## config.mk

```make
export PLATFORM = sky130hd
export DESIGN_NAME = mhbt_ctrl
export DESIGN_NICKNAME = d
export VERILOG_FILES = /design/src/design/mhbt_pkg.sv /design/src/design/mhbt_ctrl.sv
export SDC_FILE = /design/constraint.sdc
export NUM_CORES = 1
export LEC_CHECK = 0
export BUFFER_PORTS_ARGS = -buffer_cell sky130_fd_sc_hd__buf_4
export CAP_MARGIN = 15
export CORE_MARGIN = 5
export CORE_UTILIZATION = 50
export DETAILED_ROUTE_END_ITERATION = 8
export GPL_ROUTABILITY_DRIVEN = 0
export HOLD_SLACK_MARGIN = 0.08
export PLACE_DENSITY_LB_ADDON = 0.2
export SLEW_MARGIN = 20
export SYNTH_ARGS = -nofsm -noshare
export SYNTH_HDL_FRONTEND = slang
export SYNTH_SLANG_ARGS = --single-unit
```

## constraint.sdc

```tcl
create_clock -name clk -period 2.4 [get_ports clk]
set_input_delay 0.12 -clock clk [delete_from_list [all_inputs] [get_ports clk]]
set_output_delay 0.12 -clock clk [all_outputs]
set_load 0.02 [all_outputs]
```

## src/design/mhbt_pkg.sv

```systemverilog
`timescale 1ns / 1ps
`default_nettype none
// ----------------------------------------------------------------------------
// mhbt_pkg: shared types and constants of the ball tracker.
// Holds the sizes, register indexes, controller commands and a helper function.
// ----------------------------------------------------------------------------
package mhbt_pkg;

    localparam int MAX_HYPOTHESES = 64;
    localparam int HYP_IDX_W = $clog2(MAX_HYPOTHESES);
    localparam int HYP_CNT_W = $clog2(MAX_HYPOTHESES + 1);
    // One stored entry: valid, x, y, certainty.
    localparam int HYP_WORD_W = 49;

    localparam int CFG_IDX_W = 2;
    localparam int CFG_DATA_W = 16;
    localparam logic [CFG_IDX_W-1:0] REG_REGION_LIMIT_X = 2'd0;
    localparam logic [CFG_IDX_W-1:0] REG_MERGE_RADIUS = 2'd1;
    localparam logic [CFG_IDX_W-1:0] REG_KEEP_FACTOR = 2'd2;
    localparam logic [CFG_IDX_W-1:0] REG_DELETE_THRESHOLD = 2'd3;

    localparam logic [15:0] RST_REGION_LIMIT_X = 16'd0;
    localparam logic [14:0] RST_MERGE_RADIUS = 15'd33;
    localparam logic [15:0] RST_KEEP_FACTOR = 16'd52016;
    localparam logic [15:0] RST_DELETE_THRESHOLD = 16'd1311;

    typedef struct packed {
        logic signed [15:0] obs_x;
        logic signed [15:0] obs_y;
        logic [15:0] obs_confidence;
        logic frame_empty;
        logic frame_last;
    } obs_t;

    typedef struct packed {
        logic signed [15:0] ball_x;
        logic signed [15:0] ball_y;
        logic [15:0] ball_certainty;
    } ball_t;

    typedef struct packed {
        logic valid;
        logic signed [15:0] x;
        logic signed [15:0] y;
        logic [15:0] cert;
    } hyp_t;

    // Controller to datapath commands.
    typedef struct packed {
        logic take_obs;      // fold the accepted observation into the frame best
        logic clear_pass;    // write reset contents to addr
        logic scan_start;    // start a merge/decay/top scan
        logic scan_find;     // with scan_start: the scan only searches for the top
        logic scan_step;     // process the read entry
        logic place;         // write the new hypothesis
        logic load_result;   // capture the result
        logic [HYP_IDX_W-1:0] addr;
    } ctl_cmd_t;

    typedef struct packed {
        logic best_have;
    } ctl_stat_t;

    // Q0.16 product with round half up; both operands may be exactly one.
    function automatic logic [16:0] qmul(input logic [16:0] a, input logic [16:0] b);
        logic [34:0] p;
        p = 35'(a) * 35'(b) + 35'd32768;
        return p[32:16];
    endfunction

endpackage
`default_nettype wire

```

## src/design/mhbt_ctrl.sv

```systemverilog
`timescale 1ns / 1ps
`default_nettype none
// ----------------------------------------------------------------------------
// mhbt_ctrl: sequencer of the tracker.
// Clears the store after reset, takes requests and drives the frame-end scans.
// ----------------------------------------------------------------------------
module mhbt_ctrl (
    input  wire logic                        clk,
    input  wire logic                        rst_n,
    input  wire logic                        in_valid,
    input  wire logic                        in_last,
    output logic                             in_ready,
    output logic                             out_valid,
    input  wire logic                        out_ready,
    input  mhbt_pkg::ctl_stat_t              stat,
    input  wire logic [mhbt_pkg::HYP_IDX_W-1:0] place_addr,
    output mhbt_pkg::ctl_cmd_t               cmd
);
    localparam int IW = mhbt_pkg::HYP_IDX_W;
    localparam int CW = mhbt_pkg::HYP_CNT_W;
    localparam logic [2:0] S_CLEAR = 3'd0;
    localparam logic [2:0] S_IDLE = 3'd1;
    localparam logic [2:0] S_SCAN1 = 3'd2;
    localparam logic [2:0] S_PLACE = 3'd3;
    localparam logic [2:0] S_SCAN2 = 3'd4;
    localparam logic [2:0] S_DRAIN = 3'd5;
    localparam logic [2:0] S_OUT = 3'd6;
    localparam logic [2:0] S_DRAIN2 = 3'd7;

    logic [2:0] state_reg;
    logic [2:0] state_next;
    logic [CW-1:0] cnt_reg;
    logic [CW-1:0] cnt_next;
    logic out_valid_reg;
    logic out_valid_next;
    logic cnt_end;

    assign cnt_end = (cnt_reg == CW'(mhbt_pkg::MAX_HYPOTHESES - 1));
    assign in_ready = (state_reg == S_IDLE) && !out_valid_reg;
    assign out_valid = out_valid_reg;

    // Next state and commands.
    always_comb
    begin
        state_next = state_reg;
        cnt_next = cnt_reg;
        out_valid_next = out_valid_reg && !out_ready;
        cmd = '0;
        cmd.addr = cnt_reg[IW-1:0];
        unique case (state_reg)
            S_CLEAR:
            begin
                cmd.clear_pass = 1'b1;
                cnt_next = cnt_reg + 1'b1;
                if (cnt_end)
                begin
                    cnt_next = '0;
                    state_next = S_IDLE;
                end
            end
            S_IDLE:
            begin
                if (in_valid && in_ready)
                begin
                    cmd.take_obs = 1'b1;
                    if (in_last)
                    begin
                        cmd.scan_start = 1'b1;
                        cnt_next = '0;
                        state_next = S_SCAN1;
                    end
                end
            end
            S_SCAN1, S_SCAN2:
            begin
                cmd.scan_step = 1'b1;
                cnt_next = cnt_reg + 1'b1;
                if (cnt_end)
                begin
                    cnt_next = '0;
                    state_next = (state_reg == S_SCAN1) ? S_DRAIN : S_DRAIN2;
                end
            end
            S_DRAIN:
            begin
                // Last write-back lands this cycle.
                if (stat.best_have)
                begin
                    state_next = S_PLACE;
                end
                else
                begin
                    state_next = S_OUT;
                end
            end
            S_PLACE:
            begin
                cmd.place = 1'b1;
                cmd.addr = place_addr;
                cmd.scan_start = 1'b1;
                cmd.scan_find = 1'b1;
                cnt_next = '0;
                state_next = S_SCAN2;
            end
            S_DRAIN2:
            begin
                // Last entry of the search is compared this cycle.
                state_next = S_OUT;
            end
            S_OUT:
            begin
                cmd.load_result = 1'b1;
                out_valid_next = 1'b1;
                state_next = S_IDLE;
            end
        endcase
    end

    // Control registers.
    always_ff @(posedge clk or negedge rst_n)
    begin
        if (!rst_n)
        begin
            state_reg <= S_CLEAR;
            cnt_reg <= '0;
            out_valid_reg <= 1'b0;
        end
        else
        begin
            state_reg <= state_next;
            cnt_reg <= cnt_next;
            out_valid_reg <= out_valid_next;
        end
    end

    // The store is never touched by two commands at once.
    a_one_write: assert property (@(posedge clk) disable iff (!rst_n)
        $countones({cmd.clear_pass, cmd.place, cmd.scan_step}) <= 1)
        else $error("conflicting store commands");
    // No request is taken while a result waits.
    a_no_take: assert property (@(posedge clk) disable iff (!rst_n)
        out_valid_reg |-> !cmd.take_obs)
        else $error("request taken while result pending");
    // A result appears only after the output state.
    a_out: assert property (@(posedge clk) disable iff (!rst_n)
        $rose(out_valid_reg) |-> $past(state_reg) == S_OUT)
        else $error("result without scan");
endmodule
`default_nettype wire

```

==> metrics.yaml, run 1 <==
status: "finished, final reports clean"
power.internal_mw: 0.264
critPathKind: "reg -> out"
viasPerCell: 5.54
totalWireLength_mm: 1.66
maxCapViolCount: 0
critical_path.endpoint_type: "output port"
grt_overflow: 0
synth_area_leader_cell: "dfrtp_1"
ant_nets: 0
antenna_found_initial: 0
fin_crit_ns: 1.80
fillers: 132
avgSynthCellArea_um2: 9.61
path_max_fanout: 9
worstMarginPinSlew_ns: 0.476
reg2reg_setup_slack_ns: 0.99
critPathSlowestCell: "dfrtp_1"
drt_iter0_drc: 5
drive_gt1_frac: 0.415
root_buffer: "clkbuf_4"
synth_seq_cells: 11
synth_area_leaders: "dfrtp_1, mux2_2, o21ai_0"
wl_per_cell_um: 13.6
cts.sinks: 11
clk_path_buf_depth: 2
fin_setup_tns_ns: 0
power_frac_comb: 0.064
grt_pass1_vias: 636
core_area_um2: 1470
hold_viol_final: 0
yosysMostFrequentCell: "dfrtp_1"
yosysTopAreaCellShare: 0.367
switching_share: 0.205
r2r-end: "cnt_reg[2]"
antenna_cells: 0
clock-skew-final_ns: 0.00440
syn2layout_area_growth_pct: 31.2
cts_max_level: 1
placed_area_um2: 937
cts_tree: "yes"
final_max_slew_viol_count: 0
numCtsBuffers: 3
cts.clk_slew.worst_paths_ns: 0.07
async_reset_ff_frac: 1.00
hold_end: "state_reg[2]"
ff2ff_path_depth: 4
ys.flop_type: "dfrtp_1"
start_util: 0.509
arrival_ns: 1.68
pin_count: 27
hpwl_mm: 1.27
std_cell_rows: 14
grt_max_degree: 15
slowest_delay_ns: 0.59
hold_depth: 3
worstPathCellList: "inv_4, nand3_2, mux2_2, buf_4"
p_clk_frac: 0.377
die_area_um2: 2370
cp_data_required_time_ns: 2.28
synthTopCellsByCount: "dfrtp_1, o21ai_0, nand2_1"
slew_headroom: 0.682
timing.fmax_mhz: 556
vias: 676
hold_path_startpoint: "stat"
design_area_um2: 983
portBuffers: 26
hold_class: "in -> reg"
crit_path_start_kind: "flip-flop"
yosys.cell_types.count: 35
grt_pass1_wl_mm: 2.77
synthesis.nets: 91
nets: 120
yosysWarnings: 0
grt_usage: 0.146
p_switching_mw: 0.0682
die_x_um: 48.7
r2r_start: "state_reg[1]"
cts_setup_buffers: 0
setup_viol: 0
ys_seq_area_frac: 0.367
ir_drop_mv: 0.319
synthesis.area_um2: 749
postSynthCellCount: 78
synth_edf_count: 0
clock_latency_ns: 0.27
power_density_nw_per_um2: 338
rsz0062_at_grt: "no"
largest_register_ffs: 7
p_seq_frac: 0.558
finalCritPeriodShare: 0.749
drc_errors: 0
leakage_nw: 0.464
drtPass1Iterations: 4
die_y_um: 48.7
-- placed cells by master, fill, tap and decap left out, types with 2 or more instances in the layout --
master,n
nand3_1,3
and3b_1,2
nor2_1,5
mux2_2,6
o21ai_0,8
a21oi_2,2
dfrtp_1,11
clkbuf_4,3
inv_1,2
dlygate4sd3_1,2
buf_4,26
nand2_1,7
xor2_1,2
a21oi_1,4
-- power by group through the flow --
| stage | Combinational, mW | Clock [mW] | Sequential [mW] |
|---|---|---|---|
| 2_1_floorplan | 0.00172 | 0 | 0.189 |
| 3_3_place_gp | 0.0185 | 0 | 0.189 |
| 3_5_place_dp | 0.0192 | 0 | 0.189 |
| 4_1_cts | 0.0218 | 0.131 | 0.185 |
| 5_1_grt | 0.0239 | 0.143 | 0.185 |
| 6_report | 0.0214 | 0.125 | 0.185 |
-- final cells by class --
type	instances	area, µm²	share of cell area
Inverter	3	13.8	0.0140
Sequential cell	11	275	0.280
Timing Repair Buffer	28	215	0.219
Clock buffer	4	26.3	0.0267
Tap cell	16	20.0	0.0204
Multi-Input combinational cell	60	433	0.440
-- worst max-delay path by stage --
stage                 startpoint      end  slack [ns]  cells after the start
floorplan           state_reg[2]  cmd[12]        1.00                      5
finish              state_reg[2]   cmd[3]        0.60                      4
global placement    state_reg[2]   cmd[1]        0.92                      4
global route        state_reg[2]   cmd[5]        0.52                      4
CTS                 state_reg[2]   cmd[3]        0.59                      4
detailed placement  state_reg[2]   cmd[3]        0.90                      4
-- layer usage --
layer,vias up,share of wire,track usage
met1,317,0.44,0.177
met2,17,0.48,0.228
met5,-,0,0
li1,337,-,-
met3,5,0.062,0.0613
met4,0,0.015,0.0538
-- stage by stage --
step | utilization | hold slack [ns] | instances | worst slack [ns] | power [mW]
after global placement | 0.637 | -0.0403 | 116 | 0.922 | 0.207
after global routing | 0.668 | 0.230 | 122 | 0.524 | 0.352
after floorplan | - | -0.176 | 78 | 1.00 | 0.191
final | 0.668 | 0.201 | 122 | 0.602 | 0.332
after CTS | 0.668 | 0.194 | 122 | 0.595 | 0.339
after detailed placement | 0.637 | -0.0401 | 116 | 0.897 | 0.208
-- timing repair --
item	4_1_cts	5_1_grt
gates resized for setup	0	0
hold endpoints to repair	12	0
hold buffers	2	0
-- critical path, delay by kind of cell, from the launching register on --
| family | cells | cell delay, ns |
|---|---|---|
| buffers and inverters | 2 | 0.28 |
| muxes | 1 | 0.36 |
| DFF | 1 | 0.59 |
| and+or+nand+nor | 1 | 0.18 |
-- cells by family (layout without fill, tap and decap cells) --
group,Yosys count,after routing,share of synthesized area
AO/OA/AOI/OAI,22,22,0.200
buffers and inverters,7,35,0.0551
AND/OR/NAND/NOR,27,27,0.222
multiplexers,7,7,0.103
flip-flops,11,11,0.367
adder cells (fa/ha/maj),1,1,0.0167
XOR/XNOR,3,3,0.0351
Power figures use the tool's default switching activity.
==> run 2, diff against run 1 <==
--- a/config.mk
+++ b/config.mk
@@ -8,7 +8,7 @@
 export BUFFER_PORTS_ARGS = -buffer_cell sky130_fd_sc_hd__buf_4
 export CAP_MARGIN = 15
 export CORE_MARGIN = 5
-export CORE_UTILIZATION = 50
+export CORE_UTILIZATION = 43
 export DETAILED_ROUTE_END_ITERATION = 8
 export GPL_ROUTABILITY_DRIVEN = 0
 export HOLD_SLACK_MARGIN = 0.08
==> constraint.sdc (replaced) <==
create_clock -name clk -period 1.59 [get_ports clk]
set_input_delay 0.0795 -clock clk [delete_from_list [all_inputs] [get_ports clk]]
set_output_delay 0.0795 -clock clk [all_outputs]
set_load 0.02 [all_outputs]
==> metrics.yaml, run 2 (synthesized netlist as in run 1, its figures left out) <==
status: "finished, final reports clean"
largest_register_ffs: 7
layout_commonest_cell: "buf_4"
totalWireLength_mm: 1.69
hold_path_startpoint: "stat"
fillers: 147
hold_depth: 3
maxCapViolCount: 0
nets: 123
p_clk_frac: 0.370
critical_path.endpoint_type: "output port"
ff2ff_path_depth: 4
crit_family: "flip-flops"
slew_headroom: 0.761
final_cell_mix: "buf_4, dfrtp_1, o21ai_0, nand2_1, mux2_2"
p_switching_mw: 0.0976
drive_gt1_frac: 0.450
portBuffers: 26
worstPathCellList: "nand3_4, mux2_2, buf_4"
syn2layout_area_growth_pct: 35.7
numCtsBuffers: 3
wl_per_cell_um: 13.4
clock_latency_ns: 0.26
crit_path_start_kind: "flip-flop"
critPathBufInv: 1
finalCritPeriodShare: 0.948
root_buffer: "clkbuf_4"
critPathSlowestCell: "dfrtp_2"
multi_input_area_um2: 440
drtPass1Iterations: 3
r2r-end: "cnt_reg[1]"
reg2reg_setup_slack_ns: 0.19
fin_setup_tns_ns: 0
timing.fmax_mhz: 663
clock-skew-final_ns: 0.00394
setup_viol: 0
dp_slack_ns: 0.211
grt_pass1_wl_mm: 2.70
fin_ws_ns: 0.0825
arrival_ns: 1.43
std_cell_rows: 15
grt_usage: 0.134
pin_count: 27
ir_drop_mv: 0.404
hold_end: "state_reg[2]"
die_y_um: 51.8
viasPerCell: 5.20
antenna_found_initial: 0
ant_nets: 0
grt_overflow: 0
clk_path_buf_depth: 2
drc_errors: 0
die_x_um: 51.8
final_max_slew_viol_count: 0
cts_max_level: 1
antenna_cells: 0
path_max_fanout: 9
cts_tree: "yes"
switching_share: 0.197
start_util: 0.444
cp_data_required_time_ns: 1.51
hold_viol_final: 0
power_frac_comb: 0.066
worstMarginPinSlew_ns: 0.358
utilization: 0.602
drt_iter0_drc: 14
cts.clk_slew.worst_paths_ns: 0.07
grt_max_degree: 12
hold_class: "in -> reg"
p_seq_frac: 0.564
slowest_delay_ns: 0.48
hpwl_mm: 1.29
power.internal_mw: 0.398
die_area_um2: 2680
critPathKind: "reg -> out"
r2r_start: "cnt_reg[0]"
core_area_um2: 1690
register_area_um2: 278
leakage_nw: 0.476
vias: 655
grt_pass1_vias: 641
cts_setup_buffers: 0
power_density_nw_per_um2: 487
cts.sinks: 11
rsz0062_at_grt: "no"
fin_crit_ns: 1.51
-- run 2: changes by cell type in the layout (fill, tap and decap cells not counted) --
cell	previous run	this run
dfrtp_1	11	9
nand3_2	1	0
nand3_4	0	1
buf_4	26	29
dfrtp_2	0	2
-- run 2: layout make-up --
class,instances,share of cell area
multi-input combinational,60,0.433
timing repair buffer,31,0.234
clock buffer,4,0.0258
tap,17,0.0209
sequential,11,0.273
inverter,3,0.0135
-- run 2: worst max-delay path by stage --
stage                      end  cells after the start          from
floorplan              cmd[12]                      5  state_reg[2]
global placement    cnt_reg[1]                      4    cnt_reg[0]
detailed placement  cnt_reg[1]                      4    cnt_reg[0]
CTS                     cmd[1]                      4  state_reg[2]
global route           cmd[12]                      4  state_reg[1]
finish                  cmd[1]                      3  state_reg[1]
-- run 2: power by group through the flow --
stage	clock, mW	combinational (mW)	sequential (mW)
after CTS	0.189	0.0329	0.280
after global placement	0	0.0278	0.285
final	0.183	0.0326	0.280
after floorplan	0	0.00259	0.285
after global routing	0.205	0.0353	0.279
after detailed placement	0	0.0289	0.285
-- run 2: metal layers --
layer  vias up  GRT usage  wire length [µm]
met5         -          0                 0
met4         0     0.0175                 0
met3         0     0.0430               112
met2        16      0.225               832
met1       296      0.173               747
li1        343          -                 -
-- run 2: through the flow --
step                      cells  hold WS (ns)  area, µm²  power (mW)
after floorplan              78        -0.216        749       0.288
after global placement      120       -0.0805        961       0.313
after detailed placement    120       -0.0788        961       0.314
after CTS                   126         0.164       1010       0.502
after global routing        126         0.178       1020       0.520
final                       126         0.166       1020       0.495
-- run 2: timing repair --
action / in CTS / in global routing
hold buffers: 2 / 0
endpoints found under the hold margin: 12 / 0
resized for setup: 2 / 1
setup endpoints to repair: 6 / 6
-- run 2: tightest hold or removal path, cell delays in order --
cell	delay (ns)
buf_4	0.08
nand3b_1	0.09
o211a_1	0.14
==> run 3, diff against run 2 <==
--- a/config.mk
+++ b/config.mk
@@ -7,7 +7,6 @@
 export LEC_CHECK = 0
 export BUFFER_PORTS_ARGS = -buffer_cell sky130_fd_sc_hd__buf_4
 export CAP_MARGIN = 15
-export CORE_MARGIN = 5
 export CORE_UTILIZATION = 43
 export DETAILED_ROUTE_END_ITERATION = 8
 export GPL_ROUTABILITY_DRIVEN = 0
==> metrics.yaml, run 3 (synthesized netlist as in run 1, its figures left out) <==
status: "finished, violations left"
violations: "DRC"
cp_data_required_time_ns: 1.51
cts.sinks: 11
ff2ff_path_depth: 4
std_cell_rows: 14
setup_viol: 0
final_cell_mix: "buf_4, dfrtp_1, o21ai_0, nand2_1, mux2_2"
clock-skew-final_ns: 0.00106
drt_iter0_drc: 25
hold_class: "in -> reg"
finalCritPeriodShare: 0.939
fin_setup_tns_ns: 0
slew_headroom: 0.791
power_density_nw_per_um2: 495
critical_path.endpoint_type: "output port"
clk_path_buf_depth: 2
largest_register_ffs: 7
nets: 123
die_x_um: 43.8
fin_ws_ns: 0.0975
grt_pass1_wl_mm: 2.76
drc_errors: 3
hpwl_mm: 1.25
numCtsBuffers: 3
drive_gt1_frac: 0.450
hold_depth: 3
rsz0062_at_grt: "no"
hold_viol_final: 0
worstMarginPinSlew_ns: 0.313
core_area_um2: 1560
syn2layout_area_growth_pct: 35.6
fin_crit_ns: 1.49
grt_pass1_vias: 604
start_util: 0.481
pin_count: 27
arrival_ns: 1.41
critPathKind: "reg -> out"
die_area_um2: 1910
ir_drop_mv: 0.479
critPathSlowestCell: "dfrtp_2"
portBuffers: 26
ant_nets: 0
leakage_nw: 0.476
hold_ws_ns: 0.152
drtPass1Iterations: 6
worstPathCellList: "buf_4, nor3_2, and2_1, buf_4"
cts.clk_slew.worst_paths_ns: 0.07
cts_setup_buffers: 0
maxCapViolCount: 0
antenna_cells: 0
timing.fmax_mhz: 670
slowest_delay_ns: 0.47
path_max_fanout: 9
cts_max_level: 1
viasPerCell: 5.63
grt_overflow: 0
final_max_slew_viol_count: 0
antenna_found_initial: 0
grt_max_degree: 12
die_y_um: 43.8
critPathBufInv: 2
wl_per_cell_um: 13.3
cts_tree: "yes"
dp_slack_ns: 0.230
utilization: 0.652
clock_latency_ns: 0.27
crit_path_start_kind: "flip-flop"
vias: 704
grt_usage: 0.199
crit_family: "flip-flops"
worstSetupPathDepth: 4
layout_commonest_cell: "buf_4"
totalWireLength_mm: 1.67
root_buffer: "clkbuf_4"
crit_top_cell: "buf_4"
-- run 3: final cells by class --
| cell class | count | area, µm² |
|---|---|---|
| Clock buffer | 4 | 26.3 |
| Inverter | 3 | 13.8 |
| Tap cell | 16 | 20.0 |
| Sequential cell | 11 | 278 |
| Multi-Input combinational cell | 60 | 440 |
| Timing Repair Buffer | 31 | 238 |
| Fill cell | 138 | 543 |
-- run 3: worst min-delay path, stage by stage --
cell and delay, ns:
buf_4 0.08, nand3b_1 0.09, o211a_1 0.14
-- run 3: per-layer routing --
layer / track usage / vias up / wire length (µm)
met5: 0 / - / 0
li1: - / 348 / -
met1: 0.266 / 333 / 744
met4: 0.0375 / 0 / 5
met3: 0.0750 / 2 / 107
met2: 0.310 / 21 / 811
-- run 3: worst paths after layout --
check / start / endpoint / slack, ns
max in group asynchronous: rst_n / state_reg[1] / 1.25
min in group asynchronous: rst_n / cnt_reg[4] / 0.18
worst max-delay path: state_reg[1] / cmd[12] / 0.1
worst min register to register: cnt_reg[6] / cnt_reg[6] / 0.51
worst min-delay path: stat / state_reg[2] / 0.15
worst max register to register: cnt_reg[0] / cnt_reg[1] / 0.22
-- run 3: per-stage QoR --
step,power [mW],std cells,instance area [µm²]
global route,0.530,125,1020
global placement,0.313,119,960
detailed placement,0.314,119,960
floorplan,0.288,78,749
finish,0.503,125,1020
CTS,0.512,125,1010
-- run 3: where the power goes --
group	total [mW]	internal, mW	switching, mW
registers	0.280	0.280	0.000000000000000131
clock network	0.191	0.0972	0.0939
logic	0.0324	0.0212	0.0112
total	0.503	0.398	0.105
-- run 3: repair_timing --
action | 4_1_cts | 5_1_grt
endpoints found under the hold margin | 12 | 0
hold buffers | 2 | 0
setup endpoints to repair | 0 | 7
gates resized for setup | 0 | 3
